`src/rtl/falu_pkg.sv`:
```
// falu_pkg: opcodes, defaults and the control word that runs down the alu pipeline
// no dependencies
package falu_pkg;

  localparam int FRAC_BITS_DEF = 8;
  localparam int DATA_W        = 32;

  typedef enum logic [3:0] {
    OP_ADD      = 4'd0,
    OP_SUB      = 4'd1,
    OP_MUL      = 4'd2,
    OP_DIV      = 4'd3,
    OP_LT       = 4'd4,
    OP_GT       = 4'd5,
    OP_LE       = 4'd6,
    OP_GE       = 4'd7,
    OP_EQ       = 4'd8,
    OP_NE       = 4'd9,
    OP_MIN      = 4'd10,
    OP_MAX      = 4'd11,
    OP_INC      = 4'd12,
    OP_DEC      = 4'd13,
    OP_TO_INT   = 4'd14,
    OP_FROM_INT = 4'd15
  } op_t;

  // control and finished results traveling with each word
  typedef struct packed {
    logic              valid;
    logic              is_div;
    logic              neg;
    logic              cmp;
    logic              dz;
    logic [DATA_W-1:0] value;
  } ctl_t;

endpackage

```
`src/rtl/falu_front.sv`:
```
// falu_front: input stage, evaluates all non-divide opcodes and loads the divider chain
// depends on falu_pkg
module falu_front
  import falu_pkg::*;
#(
  parameter int FRAC_BITS = FRAC_BITS_DEF,
  parameter int DVD_W     = DATA_W + FRAC_BITS
) (
  input  logic                     clk,
  input  logic                     rst,
  input  logic                     advance,
  input  logic                     in_valid,
  input  logic [3:0]               op,
  input  logic signed [DATA_W-1:0] operand_a,
  input  logic signed [DATA_W-1:0] operand_b,
  output ctl_t                     ctl,
  output logic [DVD_W-1:0]         dvd,
  output logic [DATA_W-1:0]        dvs
);

  ctl_t                     ctl_next;
  logic [DVD_W-1:0]         dvd_next;
  logic [DATA_W-1:0]        a_mag;
  logic [DATA_W-1:0]        b_mag;
  logic signed [2*DATA_W-1:0] prod;
  logic signed [2*DATA_W-1:0] prod_sh;
  logic                     lt;
  logic                     gt;

  // magnitudes, compares, product and dividend
  always_comb begin
    a_mag   = operand_a[DATA_W-1] ? DATA_W'(-operand_a) : DATA_W'(operand_a);
    b_mag   = operand_b[DATA_W-1] ? DATA_W'(-operand_b) : DATA_W'(operand_b);
    lt      = operand_a < operand_b;
    gt      = operand_a > operand_b;
    prod    = (2*DATA_W)'(operand_a) * (2*DATA_W)'(operand_b);
    prod_sh = prod >>> FRAC_BITS;
    dvd_next = {a_mag, {FRAC_BITS{1'b0}}};
  end

  // opcode decode
  always_comb begin
    ctl_next        = '0;
    ctl_next.valid  = in_valid;
    case (op_t'(op))
      OP_ADD:      ctl_next.value = operand_a + operand_b;
      OP_SUB:      ctl_next.value = operand_a - operand_b;
      OP_MUL:      ctl_next.value = prod_sh[DATA_W-1:0];
      OP_DIV: begin
        if (operand_b == '0) begin
          ctl_next.dz = 1'b1;
        end else begin
          ctl_next.is_div = 1'b1;
          ctl_next.neg    = operand_a[DATA_W-1] ^ operand_b[DATA_W-1];
        end
      end
      OP_LT:       ctl_next.cmp = lt;
      OP_GT:       ctl_next.cmp = gt;
      OP_LE:       ctl_next.cmp = !gt;
      OP_GE:       ctl_next.cmp = !lt;
      OP_EQ:       ctl_next.cmp = operand_a == operand_b;
      OP_NE:       ctl_next.cmp = operand_a != operand_b;
      OP_MIN:      ctl_next.value = lt ? operand_a : operand_b;
      OP_MAX:      ctl_next.value = gt ? operand_a : operand_b;
      OP_INC:      ctl_next.value = operand_a + DATA_W'(1);
      OP_DEC:      ctl_next.value = operand_a - DATA_W'(1);
      OP_TO_INT:   ctl_next.value = operand_a >>> FRAC_BITS;
      OP_FROM_INT: ctl_next.value = operand_a << FRAC_BITS;
      default:     ctl_next.value = '0;
    endcase
  end

  // stage register
  always_ff @(posedge clk) begin
    if (rst) begin
      ctl.valid <= 1'b0;
    end else if (advance) begin
      ctl.valid <= ctl_next.valid;
    end
    if (advance) begin
      ctl.is_div <= ctl_next.is_div;
      ctl.neg    <= ctl_next.neg;
      ctl.cmp    <= ctl_next.cmp;
      ctl.dz     <= ctl_next.dz;
      ctl.value  <= ctl_next.value;
      dvd        <= dvd_next;
      dvs        <= b_mag;
    end
  end

endmodule

```
`config.mk`:
```
export PLATFORM = sky130hd
export DESIGN_NAME = falu_front
export DESIGN_NICKNAME = d
export VERILOG_FILES = /design/src/rtl/falu_pkg.sv /design/src/rtl/falu_front.sv
export SDC_FILE = /design/constraint.sdc
export NUM_CORES = 2
export LEC_CHECK = 0
export ABC_AREA = 1
export BUFFER_PORTS_ARGS = -buffer_cell sky130_fd_sc_hd__buf_4
export CORE_MARGIN = 3
export CORE_UTILIZATION = 65
export DETAILED_ROUTE_END_ITERATION = 16
export PLACE_DENSITY = 0.8
export RECOVER_POWER = 50
export REMOVE_ABC_BUFFERS = 1
export SYNTH_ARGS = -nofsm -noshare
export SYNTH_HDL_FRONTEND = slang
export SYNTH_SLANG_ARGS = --single-unit
export TNS_END_PERCENT = 20
```
`constraint.sdc`:
```
create_clock -name clk -period 8.9 [get_ports clk]
set_input_delay 1.78 -clock clk [delete_from_list [all_inputs] [get_ports clk]]
set_output_delay 1.78 -clock clk [all_outputs]
set_load 0.005 [all_outputs]
```
==> flow_metrics.env <==
export IMPL_dp_slack_ns=-0.121
export IMPL_critPathCaptureType="flip-flop"
export IMPL_violations="capacitance limit, slew limit"
export IMPL_synth_top_area_share=0.357
export IMPL_worstSetupPathType="primary input to flip-flop"
export IMPL_fmax_ghz=0.115
export IMPL_placed_area_mm2=0.0382
export IMPL_ys_ff_latch=101
export IMPL_ant_nets=0
export IMPL_holdBufCountCts=0
export IMPL_final_max_slew_viol_count=49
export IMPL_synth_cells=5077
export IMPL_antenna_found_initial=2
export IMPL_viasPerCell=5.79
export IMPL_syn_area_mm2=0.0362
export IMPL_die_w_um=242
export IMPL_dp_cells=5861
export IMPL_hold_viol_final=0
export IMPL_gp_congestion=1.09
export IMPL_start_kind="primary input"
export IMPL_layout_common_cells="1378 x inv_1, 1358 x nand2_1, 644 x fa_1, 271 x nor2_1, 239 x ha_1"
export IMPL_vias=34000
export IMPL_drive_above_1_share=0.0551
export IMPL_period_minus_slack_ns=8.69
export IMPL_synth_cell_types=52
export IMPL_grt_max_degree=55
export IMPL_synth_top_cells_by_area="fa_1 36%, inv_1 14%, nand2_1 14%, edfxtp_1 8.3%, ha_1 8.3%"
export IMPL_wl_mm=127
export IMPL_grt_setup_unrepaired="no"
export IMPL_ctsHtreeMaxLevel=3
export IMPL_core_area_mm2=0.0545
export IMPL_clkTransAtPathRegs_ns=0.08
export IMPL_cts_tree="built"
export IMPL_syn2layout_area_growth_pct=6.09
export IMPL_ys_flop_type="edfxtp_1"
export IMPL_die_y_um=242
export IMPL_hold_path_depth=2
export IMPL_setup_violations=0
export IMPL_status="finished with violations"
export IMPL_required_ns=8.96
export IMPL_min_delay_start="ctl[36]$_SDFFE_PP0P_"
export IMPL_overflow=0
export IMPL_final_nets=6088
export IMPL_routedWlPerCell_um=21.7
export IMPL_cts_sinks=101
export IMPL_rr_worst_depth=2
export IMPL_yosysTopAreaCell="fa_1"
export IMPL_synth_area_per_cell_um2=7.12
export IMPL_grt_usage=0.436
export IMPL_start_util=0.664
export IMPL_final_common_cell="inv_1"
export IMPL_post_route_period_util=0.976
export IMPL_dr_pass1_iters=9
export IMPL_relSlewSlack=-0.869
export IMPL_cts_buffer_depth=2
export IMPL_ios=181
export IMPL_grt_pass1_wl_mm=195
export IMPL_hpwl_mm=104
export IMPL_critPathLaunch="operand_b[16]"
export IMPL_arrival_ns=8.75
export IMPL_drt_iter0_markers=3652
export IMPL_skew_ns=0
export IMPL_drv_cap=1
export IMPL_hold_path_class="flip-flop to flip-flop"
export IMPL_finalWorstSetupSlack_ns=0.213
export IMPL_crit_fanout=20
export IMPL_timing_rr_start="ctl[36]$_SDFFE_PP0P_"
export IMPL_instances_no_fill=5878
export IMPL_synth_edf_count=100
export IMPL_first_global_vias=34200
export IMPL_final_area_mm2=0.0384
export IMPL_dieArea_mm2=0.0585
export IMPL_ys_seq_area_frac=0.0836
export IMPL_tightest_slew_ns=2.80
export IMPL_root_buffer="clkbuf_16"
export IMPL_insertion_delay_ns=0.37
export IMPL_port_buffers=172
export IMPL_drcViolationCount=0
export IMPL_cts_buffers=9
export IMPL_async_reset_ff_frac=0
export IMPL_rows=85
export IMPL_yosysWarnings=0
## critical path, stage by stage
cell,delay [ns]
buf_4,0.32
buf_4,0.35
nand2_1,0.09
inv_1,0.09
fa_1,0.48
fa_1,0.54
inv_1,0.05
fa_1,0.48
inv_1,0.04
ha_1,0.19
fa_1,0.48
fa_1,0.59
fa_1,0.44
fa_1,0.48
ha_1,0.39
a21oi_1,0.27
inv_1,0.07
a31oi_1,0.33
nand2_1,0.20
a21oi_1,0.15
nand2_1,0.22
o21ai_1,0.30
buf_4,0.18
nand4_1,0.22
## per-stage QoR
step	utilization	setup TNS (ns)	hold slack (ns)
global placement	0.701	-0.122	0.482
CTS	0.706	0	0.531
detailed placement	0.701	-0.121	0.511
global route	0.704	0	0.564
finish	0.704	0	0.521
floorplan	-	0	0.485
## kinds of logic after synthesis
logic type	Yosys count	synth area share
AND/OR/NAND/NOR	1938	0.217
buffers and inverters	1617	0.170
adder cells (fa/ha/maj)	883	0.439
AO/OA/AOI/OAI	468	0.0733
flip-flops	101	0.0836
XOR/XNOR	68	0.0165
other	1	0.000104
multiplexers	1	0.000277
## path summary, 6_finish.rpt
path / endpoint / slack (ns)
worst max-delay path: ctl[14]$_DFFE_PP_ / 0.21
worst min-delay path: ctl[36]$_SDFFE_PP0P_ / 0.52
worst max register to register: ctl[36]$_SDFFE_PP0P_ / 8.31
worst min register to register: ctl[36]$_SDFFE_PP0P_ / 0.52
## cell usage after synthesis (56+ instances only)
| master | count |
|---|---|
| nor2_1 | 271 |
| edfxtp_1 | 100 |
| nand2_1 | 1358 |
| inv_1 | 1378 |
| clkbuf_1 | 166 |
| o21ai_0 | 165 |
| nand3_1 | 182 |
| fa_1 | 644 |
| ha_1 | 239 |
| xor2_1 | 56 |
| a21oi_1 | 164 |
## routing by layer
layer | vias up | wire, µm | GRT usage
li1 | 15000 | - | -
met1 | 16100 | 47000 | 0.570
met2 | 2309 | 56000 | 0.686
met3 | 596 | 15200 | 0.0885
met4 | 0 | 9150 | 0.240
met5 | - | 0 | 0
## state kept, by name (all words and copies together), names as in the netlist
signal  cells
ctl        37
dvd        32
dvs        32
## layout make-up
class / count / area (µm²)
multi-input cells: 3366 / 27000
fillers: 4548 / 16100
inverters: 1388 / 5210
flip-flops and latches: 101 / 3020
repair buffers: 267 / 1920
well taps: 739 / 925
clock buffers: 9 / 225
clock inverters: 7 / 57.6
diodes: 1 / 2.50
## timing repair
item                                   CTS  global route
setup endpoints to repair                0             1
gates resized for setup                  0             3
buffers inserted                         0             0
endpoints found under the hold margin    0             0
Power is not shown: default switching activity piles up to over one toggle a cycle in this logic, so the estimate is an artifact.
