===== src/rtl/falu_pkg.sv =====
// falu_pkg: opcodes, defaults and the control word that runs down the alu pipeline
// no dependencies
package falu_pkg;

  localparam int FRAC_BITS_DEF = 8;
  localparam int DATA_W        = 32;

  typedef enum logic [3:0] {
    OP_ADD      = 4'd0,
    OP_SUB      = 4'd1,
    OP_MUL      = 4'd2,
    OP_DIV      = 4'd3,
    OP_LT       = 4'd4,
    OP_GT       = 4'd5,
    OP_LE       = 4'd6,
    OP_GE       = 4'd7,
    OP_EQ       = 4'd8,
    OP_NE       = 4'd9,
    OP_MIN      = 4'd10,
    OP_MAX      = 4'd11,
    OP_INC      = 4'd12,
    OP_DEC      = 4'd13,
    OP_TO_INT   = 4'd14,
    OP_FROM_INT = 4'd15
  } op_t;

  // control and finished results traveling with each word
  typedef struct packed {
    logic              valid;
    logic              is_div;
    logic              neg;
    logic              cmp;
    logic              dz;
    logic [DATA_W-1:0] value;
  } ctl_t;

endpackage


===== src/rtl/falu_div_cell.sv =====
// falu_div_cell: one restoring divide step, one quotient bit per cell
// depends on falu_pkg
module falu_div_cell
  import falu_pkg::*;
#(
  parameter int FRAC_BITS = FRAC_BITS_DEF,
  parameter int DVD_W     = DATA_W + FRAC_BITS
) (
  input  logic              clk,
  input  logic              rst,
  input  logic              advance,
  input  ctl_t              ctl_in,
  input  logic [DATA_W-1:0] rem_in,
  input  logic [DVD_W-1:0]  dvd_in,
  input  logic [DATA_W-1:0] dvs_in,
  input  logic [DATA_W-1:0] quo_in,
  output ctl_t              ctl_out,
  output logic [DATA_W-1:0] rem_out,
  output logic [DVD_W-1:0]  dvd_out,
  output logic [DATA_W-1:0] dvs_out,
  output logic [DATA_W-1:0] quo_out
);

  logic [DATA_W:0]   trial;
  logic [DATA_W:0]   diff;
  logic              qbit;
  logic [DATA_W-1:0] rem_next;

  // shift in next dividend bit and try subtracting
  always_comb begin
    trial    = {rem_in, dvd_in[DVD_W-1]};
    diff     = trial - {1'b0, dvs_in};
    qbit     = trial >= {1'b0, dvs_in};
    rem_next = qbit ? diff[DATA_W-1:0] : trial[DATA_W-1:0];
  end

  always_ff @(posedge clk) begin
    if (rst) begin
      ctl_out.valid <= 1'b0;
    end else if (advance) begin
      ctl_out.valid <= ctl_in.valid;
    end
    if (advance) begin
      ctl_out.is_div <= ctl_in.is_div;
      ctl_out.neg    <= ctl_in.neg;
      ctl_out.cmp    <= ctl_in.cmp;
      ctl_out.dz     <= ctl_in.dz;
      ctl_out.value  <= ctl_in.value;
      rem_out        <= rem_next;
      dvd_out        <= {dvd_in[DVD_W-2:0], 1'b0};
      dvs_out        <= dvs_in;
      quo_out        <= {quo_in[DATA_W-2:0], qbit};
    end
  end

endmodule


===== config.mk =====
export PLATFORM = sky130hd
export DESIGN_NAME = falu_div_cell
export DESIGN_NICKNAME = d
export VERILOG_FILES = /design/src/rtl/falu_pkg.sv /design/src/rtl/falu_div_cell.sv
export SDC_FILE = /design/constraint.sdc
export NUM_CORES = 1
export LEC_CHECK = 0
export BUFFER_PORTS_ARGS = -buffer_cell sky130_fd_sc_hd__buf_2
export CAP_MARGIN = 30
export CELL_PAD_IN_SITES_DETAIL_PLACEMENT = 0
export CELL_PAD_IN_SITES_GLOBAL_PLACEMENT = 1
export CORE_AREA = 5 5 150 152
export CTS_CLUSTER_DIAMETER = 120
export DETAILED_ROUTE_END_ITERATION = 16
export DIE_AREA = 0 0 155 157
export GPL_ROUTABILITY_DRIVEN = 0
export PLACE_DENSITY_LB_ADDON = 0.3
export SYNTH_ARGS = -nofsm -noshare
export SYNTH_HDL_FRONTEND = slang
export SYNTH_SLANG_ARGS = --single-unit

===== constraint.sdc =====
create_clock -name clk -period 3.5 [get_ports clk]
set_clock_uncertainty 0.05 [all_clocks]
set_input_delay 0.35 -clock clk [delete_from_list [all_inputs] [get_ports clk]]
set_output_delay 0.35 -clock clk [all_outputs]
set_load 0.02 [all_outputs]

==> metrics.txt, run 1 <==
CTS root buf clkbuf_16; post-DP HPWL 17.54 mm; TritonCTS clock tree yes; Num CTS Buffers 17; Layout Nets 1,101; peak supply drop 0.2985 mV; Final Critical Period 3.101 ns; Synth Area in Compound Gates 9.959%; Arrival @ worst endpoint 3.24 ns; drt first-iter violations 243; register area 5155 µm²; vias in the first global route 5,469; die height 157 µm; synthesized area 7387 µm²; multi-input logic area 1996 µm²; final hold vios 0; I/O pin count 349; gr ovfl total 0; simple-gate share of the synthesized area 6.182%; largest net degree at the start of global routing 73; final setup fails 0; Adder-Cell Fraction of Synth Area 5.691%; XOR/XNOR Fraction of Synth Area 3.201%; Via Count 5,479; Post-synth top flop edfxtp_1; placed instance count 1,148; Clock Pin Slew Worst Setup and Hold Paths 0.07 ns; GRT Util Overall 17.37%; MaxCap Viol Count 0; FP Rows 53; Resize count post-CTS 0; Crit path max-delay family compound AO/OA/AOI/OAI gates; global-route wire length before repair 32.43 mm; Tcrit/Tclk final 88.59%; Slowest-stage cell, CP fa_1; initial cell density of the core 35.36%; Worst Path Required 3.64 ns; core area 20,890 µm²; P&R area growth vs syn 37.69%; # hold bufs at CTS 0; Syn Nets 728; main combinational cell family by area after synthesis compound AO/OA/AOI/OAI gates; Synth Register Bits 172; fin. max-slew vios 0; HP Class input pin to register; nature of the critical path endpoint register; postcts setup bufs 0; leakage 0.004514 µW; Syn Inst Count 519; post-synthesis sequential area ratio 69.78%; Synth Area per Inst 14.23 µm²; outcome complete, no violations; synth top area cells edfxtp_1, ha_1, a21oi_1; Pwr Total 5474 µW; Horiz. Die Dim 155 µm; mux contribution to synthesized area 1.931%; CP Cell Sequence buf_2, inv_1, ha_1, fa_1, nand2b_1, a21oi_1, o21ai_0, o311a_1, a31oi_1, a21oi_1, buf_4, o21ai_0, xor2_1, mux2_1; Max stage delay on crit path 0.40 ns; most frequent cell after synthesis edfxtp_1; Synth area leader edfxtp_1; Clock Sinks 172; Fin Hold WS 0.02203 ns; Max clock buf depth 2; YS warnings 0; Crit path depth 14; Netlist cell types 49; H-tree depth 4; Fmax 322.5 MHz; Routed Antenna Nets 0; RSZ-0062 raised after global routing false; Clock Latency Late Sink 0.42 ns; fin cells 1,180; Worst Reg-to-Reg Cells 2; setup TNS 0 ns; CP bufs+invs 3; hold path depth 2; DRC 0; Fill cells 1,957; top-area cell type share of the netlist area 69.51%; die area 24,340 µm²; Avg WL per Cell 18.64 µm; Vias/cell 4.643; Post-synth top cells edfxtp_1, a21oi_1, inv_1, nor2_1, ha_1; Setup CP Type input pin to register; WL final 22.00 mm; initial antenna violation count 0; pwr dens 538.2 nW/µm²; CP Launch Type input pin; share of layout cells above drive strength 1 45.80%; IO buf count 346; Max FO, Critical Path 2; Post-synth EDFFs 171; first-pass iteration count of the detailed router 4; ys async rst share 0%
-- flip-flops by register name, indices dropped and copies added, names as in the netlist --
name	count
rem_out	32
ctl_out	37
quo_out	32
dvd_out	39
dvs_out	32
-- final cells by class --
type / instances / share of cell area, %
Antenna cell: 1 / 0.02460
Clock buffer: 17 / 4.183
Clock inverter: 14 / 1.452
Inverter: 38 / 1.402
Multi-Input combinational cell: 291 / 19.62
Sequential cell: 172 / 50.68
Tap cell: 275 / 3.383
Timing Repair Buffer: 372 / 19.25
-- worst reg2reg max path: cells and delay by family (launching register included) --
family	cells	cell delay, ns
flip-flops	1	0.31
multiplexers	1	0.12
AND/OR/NAND/NOR	1	0.05
-- path summary, 6_finish.rpt --
check / startpoint / endpoint / slack [ns]
setup / recovery: dvd_in[39] / rem_out[26]$_DFFE_PP_ / 0.40
hold / removal: rst / ctl_out[36]$_SDFFE_PP0P_ / 0.02
setup reg to reg: ctl_out[36]$_SDFFE_PP0P_ / ctl_out[36]$_SDFFE_PP0P_ / 2.86
hold reg to reg: ctl_out[36]$_SDFFE_PP0P_ / ctl_out[36]$_SDFFE_PP0P_ / 0.46
-- metal layers --
layer / GRT usage, % / part of all wire, %
met2: 31.19 / 52
met3: 4.839 / 6.7
met4: 3.827 / 0.96
met5: 0 / 0
met1: 20.89 / 40
-- where the power goes --
group / internal, µW / total (µW) / switching, µW
Combinational: 411 / 1090 / 681
Sequential: 2490 / 2540 / 42.0
Clock: 950 / 1850 / 897
-- layout by cell type (no fill, tap or decap), types with 3 or more instances in the layout --
cell type and count:
mux2i_1 3, buf_4 24, o21a_1 6, ha_1 32
nand2_1 27, o211ai_1 4, inv_1 38, inv_6 3
nor4_1 4, edfxtp_1 171, nor2_1 37, mux2_2 6
a211oi_1 3, buf_2 345, xnor2_1 16, nand4_1 7
nand3_1 8, a21oi_1 54, mux2_1 4, o21bai_1 3
nand2b_1 4, a21o_1 12, o21ai_0 16, inv_8 5
a31oi_1 5, clkbuf_16 17, xor2_1 11
-- metrics by stage --
stage	setup slack, ns	utilization, %	area, µm²
floorplan	0.3293	-	7387
global placement	-0.03209	45.94	9595
CTS	0.3976	48.68	10170
finish	0.3992	48.69	10170
detailed placement	-0.04604	45.94	9595
global route	0.2671	48.68	10170
-- kinds of logic after synthesis --
| family | count (synthesis) |
|---|---|
| xor gates and xnor gates | 27 |
| DFF | 172 |
| AOI/OAI and AO/OA | 118 |
| adders and majority gates | 33 |
| buffers and inverters | 56 |
| other | 1 |
| and+or+nand+nor | 99 |
| muxes | 13 |
Power figures use the tool's default switching activity.
==> run 2, diff against run 1 <==
--- a/config.mk
+++ b/config.mk
@@ -15,6 +15,7 @@
 export DIE_AREA = 0 0 155 157
 export GPL_ROUTABILITY_DRIVEN = 0
 export PLACE_DENSITY_LB_ADDON = 0.3
+export REMOVE_ABC_BUFFERS = 1
 export SYNTH_ARGS = -nofsm -noshare
 export SYNTH_HDL_FRONTEND = slang
 export SYNTH_SLANG_ARGS = --single-unit
==> metrics.txt, run 2 (same netlist as run 1, synthesis figures left out) <==
Resize count post-CTS 0; TritonCTS clock tree yes; nature of the critical path endpoint register; IO buf count 346; Max-slew headroom 47.36%; Vias/cell 4.638; fin. max-slew vios 0; Max clock buf depth 2; Via Count 5,482; multi-input logic area 1996 µm²; Num CTS Buffers 17; register area 5155 µm²; final setup fails 0; Final Critical Period 3.204 ns; Clock Latency Late Sink 0.41 ns; Setup CP Type input pin to register; worst slew pin tran 0.7896 ns; Fill cells 1,922; final hold vios 0; number of flip-flops under the largest register name 39; RSZ-0062 raised after global routing false; Horiz. Die Dim 155 µm; initial cell density of the core 35.36%; CP Cell Sequence buf_2, inv_1, ha_1, fa_1, nand2b_1, a21oi_1, o21ai_0, o311a_1, a31oi_1, a21oi_1, buf_4, o21ai_0, xor2_1, mux2_1; Fmax 312.1 MHz; biggest regs dvd_out x39, ctl_out x37; Routed Antenna Nets 0; drt first-iter violations 314; Arrival @ worst endpoint 3.33 ns; CP Launch Type input pin; leakage 0.004514 µW; postcts setup bufs 0; # hold bufs at CTS 0; first-pass iteration count of the detailed router 4; Tcrit/Tclk final 91.54%; WL final 21.38 mm; Clock Sinks 172; FP Rows 53; vias in the first global route 5,504; H-tree depth 4; Max stage delay on crit path 0.39 ns; Avg WL per Cell 18.09 µm; GRT Util Overall 16.77%; share of layout cells above drive strength 1 45.81%; largest net degree at the start of global routing 86; Clock Pin Slew Worst Setup and Hold Paths 0.07 ns; CP bufs+invs 3; commonest non-fill, non-tap cell in the layout buf_2; Post-Layout Inst Area 10,170 µm²; core area 20,890 µm²; gr ovfl total 0; outcome complete, no violations; Worst Path Required 3.62 ns; Max FO, Critical Path 4; DP Area 9590 µm²; Layout Nets 1,102; peak supply drop 0.2884 mV; Crit path max-delay family compound AO/OA/AOI/OAI gates; die height 157 µm; pwr dens 537.3 nW/µm²; DRC 0; initial antenna violation count 1; CTS root buf clkbuf_16; Top reg by flops dvd_out; global-route wire length before repair 31.50 mm; Slowest-stage cell, CP fa_1; most frequent cells in the layout buf_2, edfxtp_1, a21oi_1; I/O pin count 349; die area 24,340 µm²; HP Class input pin to register; setup TNS 0 ns; post-DP HPWL 17.23 mm; reg2reg setup slack 2.84 ns; P&R area growth vs syn 37.64%; MaxCap Viol Count 0
==> run 2: changes by cell type in the layout (fill, tap and decap cells not counted) <==
cell / before / now
clkbuf_1: 0 / 1
inv_6: 3 / 5
clkinv_4: 2 / 1
inv_8: 5 / 4
buf_4: 24 / 26
buf_12: 2 / 1
==> run 2: stage by stage <==
step	power [µW]	hold WS [ns]	setup WS (ns)	instances	util (%)
6_report	5462	0.03147	0.2961	1182	48.67
5_1_grt	5724	0.01593	0.05394	1182	48.67
4_1_cts	5532	0.005662	0.3088	1181	48.66
3_5_place_dp	3675	0.4433	-0.1372	1149	45.91
3_3_place_gp	3662	0.4264	-0.09142	1149	45.91
2_1_floorplan	3198	0.3724	-0.3203	501	-
==> run 2: final cells by class <==
| cell class | instances | share of cell area (%) |
|---|---|---|
| sequential | 172 | 50.70 |
| multi-input combinational | 291 | 19.63 |
| timing repair buffer | 373 | 19.21 |
| clock buffer | 18 | 4.221 |
| tap | 275 | 3.384 |
| clock inverter | 14 | 1.428 |
| inverter | 38 | 1.403 |
| antenna | 1 | 0.02461 |
==> run 2: worst paths after layout <==
kind / from / endpoint / cells past startpoint
max reg2reg: ctl_out[36]$_SDFFE_PP0P_ / ctl_out[36]$_SDFFE_PP0P_ / 2
max: dvd_in[39] / rem_out[26]$_DFFE_PP_ / 14
min: rst / ctl_out[36]$_SDFFE_PP0P_ / 2
min reg2reg: ctl_out[36]$_SDFFE_PP0P_ / ctl_out[36]$_SDFFE_PP0P_ / 2
==> run 2: layer usage <==
layer	wire (µm)	track usage [%]	part of all wire [%]	vias to the layer above
met5	0	0	0	-
met4	360	5.088	1.7	0
met3	1527	3.519	7.1	24
met2	11530	31.33	54	207
met1	7963	19.28	37	2560
li1	-	-	-	2691
==> run 2: power by group <==
group          switching [µW]  internal, µW  leakage [µW]  total [µW]
clock network             893           954      0.000276        1850
logic                     668           409       0.00256        1080
registers                43.6          2490       0.00168        2540
total                    1610          3860       0.00451        5460
==> run 3, diff against run 2 <==
--- a/config.mk
+++ b/config.mk
@@ -7,12 +7,12 @@
 export LEC_CHECK = 0
 export BUFFER_PORTS_ARGS = -buffer_cell sky130_fd_sc_hd__buf_2
 export CAP_MARGIN = 30
-export CELL_PAD_IN_SITES_DETAIL_PLACEMENT = 0
-export CELL_PAD_IN_SITES_GLOBAL_PLACEMENT = 1
-export CORE_AREA = 5 5 150 152
+export CELL_PAD_IN_SITES_DETAIL_PLACEMENT = 1
+export CELL_PAD_IN_SITES_GLOBAL_PLACEMENT = 2
+export CORE_AREA = 5 5 166 168
 export CTS_CLUSTER_DIAMETER = 120
 export DETAILED_ROUTE_END_ITERATION = 16
-export DIE_AREA = 0 0 155 157
+export DIE_AREA = 0 0 171 173
 export GPL_ROUTABILITY_DRIVEN = 0
 export PLACE_DENSITY_LB_ADDON = 0.3
 export REMOVE_ABC_BUFFERS = 1
==> metrics.txt, run 3 (same netlist as run 1, synthesis figures left out) <==
RSZ-0062 raised after global routing false; largest net degree at the start of global routing 66; Max stage delay on crit path 0.39 ns; CP dominant cell by count a21oi_1; nature of the critical path endpoint register; Vias/cell 4.518; P&R area growth vs syn 39.35%; Logic pwr share 19.8%; Setup CP Type input pin to register; Clock Power Share 34.8%; outcome complete, no violations; share of layout cells above drive strength 1 45.80%; global-route wire length before repair 36.90 mm; Cell Int Power 3932 µW; postcts setup bufs 0; final hold vios 0; H-tree depth 4; leakage 0.004537 µW; number of flip-flops under the largest register name 39; CTS root buf clkbuf_16; Max clock buf depth 2; pwr dens 543.8 nW/µm²; Clock Sinks 172; DP Area 9696 µm²; Resize count post-CTS 0; Horiz. Die Dim 171 µm; vias in the first global route 5,897; post-DP HPWL 20.29 mm; Worst Path Required 3.63 ns; Clock Latency Late Sink 0.41 ns; Max-slew headroom 58.36%; Max FO, Critical Path 3; HP Class input pin to register; Tcrit/Tclk final 91.68%; commonest non-fill, non-tap cell in the layout buf_2; final setup fails 0; TritonCTS clock tree yes; Layout Nets 1,101; Post-Layout Inst Area 10,290 µm²; fin. max-slew vios 0; register area 5155 µm²; setup TNS 0 ns; CP Launch Type input pin; Fill cells 2,851; Slowest-stage cell, CP fa_1; multi-input logic area 1996 µm²; GRT Util Overall 16.32%; Fin Hold WS 0.04196 ns; worst slew pin tran 0.6246 ns; peak supply drop 0.2819 mV; IO buf count 346; Final Critical Period 3.209 ns; Arrival @ worst endpoint 3.34 ns; Avg WL per Cell 20.44 µm; Num CTS Buffers 17; Routed Antenna Nets 0; gr ovfl total 0; first-pass iteration count of the detailed router 4; Via Count 5,607; initial cell density of the core 28.67%; FP Rows 59; drt first-iter violations 270; die height 173 µm; CP Cell Sequence buf_2, inv_1, ha_1, fa_1, nand2b_1, a21oi_1, o21ai_0, o311a_1, a31oi_1, a21oi_1, o41ai_1, xor2_1, mux2_1; most frequent cells in the layout buf_2, edfxtp_1, a21oi_1; # hold bufs at CTS 0; Seq pwr share 45.4%; biggest regs dvd_out x39, ctl_out x37; initial antenna violation count 4; I/O pin count 349; Clock Pin Slew Worst Setup and Hold Paths 0.07 ns; core area 25,760 µm²; DRC 0; Pwr Total 5597 µW; Fmax 311.7 MHz; Top reg by flops dvd_out; Net Sw Frac 29.75%; MaxCap Viol Count 0; die area 29,580 µm²; WL final 25.37 mm; Net Sw Power 1665 µW
## run 3: cell types whose count changed in the layout (fill, tap and decap cells not counted)
cell,change
buf_12,+3
buf_4,-4
bufinv_16,+1
clkbuf_1,-1
clkinvlp_4,-1
diode_2,+1
## run 3: routing by layer
layer	up-vias	wire, µm	global-route usage, %	share of wire [%]
met4	4	357	4.061	1.4
li1	2680	-	-	-
met2	211	12700	29.02	50
met5	-	25	0	0.099
met1	2691	10160	19.15	40
met3	21	2122	4.909	8.4
## run 3: power groups by stage
stage          clock [µW]  sequential [µW]  combinational [µW]
6_report             1950             2540                1110
2_1_floorplan           0             2850                 350
3_5_place_dp            0             2590                1130
5_1_grt              2110             2560                1210
3_3_place_gp            0             2580                1120
4_1_cts              2020             2540                1130
## run 3: worst max-delay path, delay by kind of cell
kind                       cells  cell delay [ns]
AOI/OAI and AO/OA              6             1.63
xor gates and xnor gates       1             0.11
adders and majority gates      2             0.62
buffers and inverters          2             0.13
muxes                          1             0.30
and+or+nand+nor                1             0.20
## run 3: path summary, 6_finish.rpt
check                           startpoint                  endpoint  slack [ns]  cells past startpoint
setup / recovery                dvd_in[39]     rem_out[30]$_DFFE_PP_        0.29                     13
hold / removal                         rst  ctl_out[36]$_SDFFE_PP0P_        0.04                      2
setup reg to reg  ctl_out[36]$_SDFFE_PP0P_  ctl_out[36]$_SDFFE_PP0P_        2.81                      2
hold reg to reg   ctl_out[36]$_SDFFE_PP0P_  ctl_out[36]$_SDFFE_PP0P_        0.51                      2
## run 3: area by class of cell
cell class	instances	area share [%]
clock inverters	14	1.629
diodes	2	0.04862
repair buffers	372	19.27
clock buffers	17	4.133
flip-flops and latches	172	50.08
well taps	335	4.072
inverters	38	1.386
multi-input cells	291	19.39
## run 3: metrics by stage
| step | worst slack, ns | instances | utilization (%) |
|---|---|---|---|
| final | 0.2913 | 1241 | 39.95 |
| after global routing | 0.06706 | 1241 | 39.95 |
| after CTS | 0.2690 | 1239 | 39.93 |
| after detailed placement | -0.1679 | 1208 | 37.63 |
| after global placement | -0.1219 | 1208 | 37.63 |
| after floorplan | -0.3203 | 501 | - |
